==> src/hw/rtl/pbht_pkg.sv <==
// pbht_pkg: operation and status codes, register map and fixed field widths
// for the packet buffer handle table. No dependencies.
`default_nettype none

package pbht_pkg;

  localparam int ID_W   = 32;
  localparam int TIME_W = 32;
  localparam int HOLD_W = 8;

  localparam int APB_ADDR_W = 3;
  localparam int APB_DATA_W = 32;

  localparam logic [0:0]        REG_HOLD_TIME = 1'b0;
  localparam logic [HOLD_W-1:0] HOLD_RESET    = 8'd1;

  localparam logic [1:0] OP_SAVE     = 2'd0;
  localparam logic [1:0] OP_RETRIEVE = 2'd1;
  localparam logic [1:0] OP_DISCARD  = 2'd2;

  localparam logic [1:0] ST_OK       = 2'd0;
  localparam logic [1:0] ST_MISMATCH = 2'd1;
  localparam logic [1:0] ST_EMPTY    = 2'd2;

endpackage

`default_nettype wire

==> src/hw/rtl/pbht_exec.sv <==
// pbht_exec: per-beat slot update and result computation (combinational).
// Depends on pbht_pkg.
`default_nettype none

module pbht_exec import pbht_pkg::*; #(
  parameter int INDEX_BITS  = 8,
  parameter int COOKIE_BITS = 24,
  parameter int HANDLE_BITS = 16,
  parameter int ENTRY_W     = 1 + COOKIE_BITS + TIME_W + HANDLE_BITS
) (
  input  wire logic [1:0]             operation,
  input  wire logic [ID_W-1:0]        lookup_id,
  input  wire logic [HANDLE_BITS-1:0] handle,
  input  wire logic [TIME_W-1:0]      now,
  input  wire logic [HOLD_W-1:0]      hold_time,
  input  wire logic [INDEX_BITS-1:0]  idx,
  input  wire logic [ENTRY_W-1:0]     entry,
  output      logic [ENTRY_W-1:0]     entry_next,
  output      logic                   wr_en,
  output      logic [1:0]             status,
  output      logic [ID_W-1:0]        new_id,
  output      logic [HANDLE_BITS-1:0] out_handle,
  output      logic                   out_valid,
  output      logic [HANDLE_BITS-1:0] released_handle,
  output      logic                   released_valid
);

  typedef struct packed {
    logic                   occupied;
    logic [COOKIE_BITS-1:0] cookie;
    logic [TIME_W-1:0]      expiry;
    logic [HANDLE_BITS-1:0] handle;
  } entry_t;

  localparam int IDF_W = INDEX_BITS + COOKIE_BITS;
  localparam logic [COOKIE_BITS:0] COOKIE_LIMIT = {1'b0, {COOKIE_BITS{1'b1}}};

  entry_t                 cur;
  entry_t                 nxt;
  logic [TIME_W:0]        exp_sum;
  logic [TIME_W-1:0]      exp_sat;
  logic [COOKIE_BITS:0]   ck_inc;
  logic [COOKIE_BITS-1:0] ck_new;
  logic [IDF_W-1:0]       id_full;
  logic [ID_W-1:0]        id_cookie;

  assign cur       = entry_t'(entry);
  assign exp_sum   = {1'b0, now} + (TIME_W + 1)'(hold_time);
  assign exp_sat   = exp_sum[TIME_W] ? '1 : exp_sum[TIME_W-1:0];
  assign ck_inc    = {1'b0, cur.cookie} + 1'b1;
  assign ck_new    = (ck_inc >= COOKIE_LIMIT) ? '0 : ck_inc[COOKIE_BITS-1:0];
  assign id_full   = {ck_new, idx};
  assign id_cookie = lookup_id >> INDEX_BITS;

  always_comb begin
    nxt             = cur;
    wr_en           = 1'b0;
    status          = ST_OK;
    new_id          = '0;
    out_handle      = '0;
    out_valid       = 1'b0;
    released_handle = '0;
    released_valid  = 1'b0;
    unique case (operation)
      OP_SAVE: begin
        if (cur.occupied && (now < cur.expiry)) begin
          status = ST_MISMATCH;
          new_id = '1;
        end else begin
          if (cur.occupied) begin
            released_handle = cur.handle;
            released_valid  = 1'b1;
          end
          nxt.occupied = 1'b1;
          nxt.cookie   = ck_new;
          nxt.expiry   = exp_sat;
          nxt.handle   = handle;
          wr_en        = 1'b1;
          new_id       = ID_W'(id_full);
        end
      end
      OP_RETRIEVE, OP_DISCARD: begin
        if (id_cookie != ID_W'(cur.cookie)) begin
          status = ST_MISMATCH;
        end else if (!cur.occupied) begin
          status = ST_EMPTY;
        end else begin
          nxt.occupied = 1'b0;
          wr_en        = 1'b1;
          if (operation == OP_RETRIEVE) begin
            out_handle = cur.handle;
            out_valid  = 1'b1;
          end else begin
            released_handle = cur.handle;
            released_valid  = 1'b1;
          end
        end
      end
      default: begin
      end
    endcase
  end

  assign entry_next = nxt;

endmodule

`default_nettype wire

==> config.mk <==
export PLATFORM = sky130hd
export DESIGN_NAME = pbht_exec
export DESIGN_NICKNAME = d
export VERILOG_FILES = /design/src/hw/rtl/pbht_pkg.sv /design/src/hw/rtl/pbht_exec.sv
export SDC_FILE = /design/constraint.sdc
export NUM_CORES = 1
export LEC_CHECK = 0
export BUFFER_PORTS_ARGS = -buffer_cell sky130_fd_sc_hd__buf_2
export CORE_MARGIN = 10
export CORE_UTILIZATION = 30
export DETAILED_ROUTE_END_ITERATION = 6
export PLACE_DENSITY = 0.59
export REMOVE_ABC_BUFFERS = 1
export SLEW_MARGIN = 15
export SYNTH_ARGS = -nofsm -noshare
export SYNTH_HDL_FRONTEND = slang
export SYNTH_SLANG_ARGS = --single-unit
==> constraint.sdc <==
create_clock -name vclk -period 4.2
set_input_delay 0.84 -clock vclk [all_inputs]
set_output_delay 0.84 -clock vclk [all_outputs]
set_load 0.005 [all_outputs]
==> out/summary.txt <==
Via-to-Cell Ratio -> 5.21
type of the worst setup path -> primary input to output pin
fill count -> 1309
Cell Rows -> 42
worst path cell trace -> buf_2, inv_2, ha_4, nand2_2, nor3_2, buf_4, or4b_4, a31oi_4, buf_6, buf_6, nor2_4, o22a_1, nor3_4, buf_6, and2_4, buf_6
Max Freq -> 0.239 GHz
vias in the first global route -> 6403
Wirelength per Cell -> 19.4 um
Initial Util -> 30.9%
final hold violations -> 0
area of the multi-input gates -> 4240 um2
CP Launch Type -> primary input
final setup vio count -> 0
Final Core Density -> 57.8%
Tmin final -> 4.18 ns
Yosys top cell area share -> 13.3%
antenna violations before repair -> 2
cells after synthesis -> 621
Top cell by count, worst path -> buf_6
Max-Cap Viols -> 0
DP HPWL -> 18900 um
GPL Wtd Cong -> 0.952
CP max stage delay -> 0.48 ns
cell taking the most area after synthesis -> ha_1
Area Growth Syn to Fin -> 87.3%
Total Wirelength -> 23700 um
antenna-violating nets left -> 0
largest net degree at the start of global routing -> 17
register area share after synthesis -> 0%
min setup slack post-route -> 0.0214 ns
WP data arrival -> 3.34 ns
IO buf count -> 305
commonest non-fill, non-tap cell in the layout -> buf_2
yosys warns -> 0
fin cells -> 1218
First-pass DRT Iterations -> 6
dominant cells by area after synthesis -> ha_1, xnor2_1, xor2_1
status -> finished, final reports clean
pre-CTS WS -> -0.218 ns
Inst Count DP -> 1194
slew margin rel. -> 58.8%
peak supply drop -> 56.0 uV
Die Area -> 18900 um2
gr usage total -> 21.4%
FF+latch count -> 0
die height -> 137 um
worst hold path class -> primary input to output pin
DRT iter0 DRCs -> 357
slowest CP cell -> or4b_4
post-synth cell types -> 60
hold_ws -> 1.97 ns
drt drc -> 0
CP delay by family, top -> simple AND/OR/NAND/NOR gates
gr ovfl total -> 0
crit path capture type -> output pin
Nets -> 1259
Power, Total -> 756 uW
routed vias -> 6344
core box area -> 13400 um2
RSZ-0062 raised after global routing -> true
CP max FO -> 8
Die W -> 137 um
Slew @ Worst Pin -> 0.616 ns
clkbuf count -> 0
commonest cells after routing, fill and taps aside -> buf_2, buf_4, buf_6
Top Ports -> 313
share of layout cells above drive strength 1 -> 54.4%
Crit path required time -> 3.36 ns
final period utilization -> 99.5%
first-pass GRT wire length -> 33300 um
Leak Pwr -> 0.00391 uW
storage element area -> 0 um2
syn_area_per_cell -> 6.66 um2
Pwr Density -> 97.5 nW/um2
cell area after synthesis -> 4140 um2
final max-slew violation count -> 0
Crit path buffers/inverters -> 7
-- layout make-up --
class / count / area share, %
multi-input cells: 531 / 54.7
diodes: 1 / 0.0323
inverters: 47 / 2.37
repair buffers: 463 / 40.1
well taps: 176 / 2.84
-- power breakdown --
part | switching, uW | total [uW] | internal (uW)
Combinational | 372 | 756 | 384
Sequential | 0 | 0 | 0
Clock | 0 | 0.0000318 | 0.0000318
-- worst paths after layout --
kind / slack [ns] / to / depth (start not counted) / startpoint
setup / recovery: 0.02 / released_handle[8] / 16 / entry[27]
hold / removal: 1.97 / status[1] / 3 / entry[72]
-- stage by stage --
stage | cell area [um2] | setup TNS [ns]
after detailed placement | 6740 | -11.66
final | 7750 | 0
after global routing | 7750 | -2.19
after floorplan | 3910 | -47.21
after global placement | 6740 | -11.29
after CTS | 7100 | -0.0146
-- Yosys cell counts, drive strengths merged (2+ instances only) --
| cell type | instances |
|---|---|
| o22a | 2 |
| clkbuf | 17 |
| a21oi | 22 |
| or2 | 5 |
| or3 | 4 |
| ha | 44 |
| a22o | 4 |
| mux2 | 17 |
| o22ai | 2 |
| nand3 | 30 |
| nor2 | 33 |
| and3 | 5 |
| a22oi | 26 |
| xnor2 | 37 |
| nand3b | 2 |
| nor4 | 11 |
| inv | 47 |
| a31oi | 7 |
| o31ai | 11 |
| nand2 | 47 |
| buf | 28 |
| or4 | 5 |
| nand2b | 4 |
| nor3 | 21 |
| and2 | 36 |
| a2bb2oi | 2 |
| a211oi | 3 |
| o311ai | 2 |
| mux2i | 2 |
| and4 | 4 |
| xor2 | 35 |
| o21a | 5 |
| a21o | 6 |
| o21ai | 55 |
| nand4 | 24 |
| nor2b | 4 |
-- logic make-up after synthesis --
logic type,count (synthesis),synth area share (%)
compound gates,156,24.3
xor+xnor,72,15.2
fa+ha+maj,45,13.8
buf+inv,92,9.83
mux,19,5.11
simple gates,237,31.8
-- per-layer routing --
metal	track usage, %	vias up	wire length (um)
li1	-	3079	-
met2	39.9	314	12000
met4	2.99	2	452
met1	24.7	2915	9060
met5	0	-	13
met3	4.70	34	2120
-- timing repair --
item,4_1_cts,5_1_grt
gates cloned,4,2
gates resized for setup,37,143
pin swaps,14,23
setup endpoints to repair,109,113
setup buffers,11,8
hold buffers,0,0
Power figures use the tool's default switching activity.
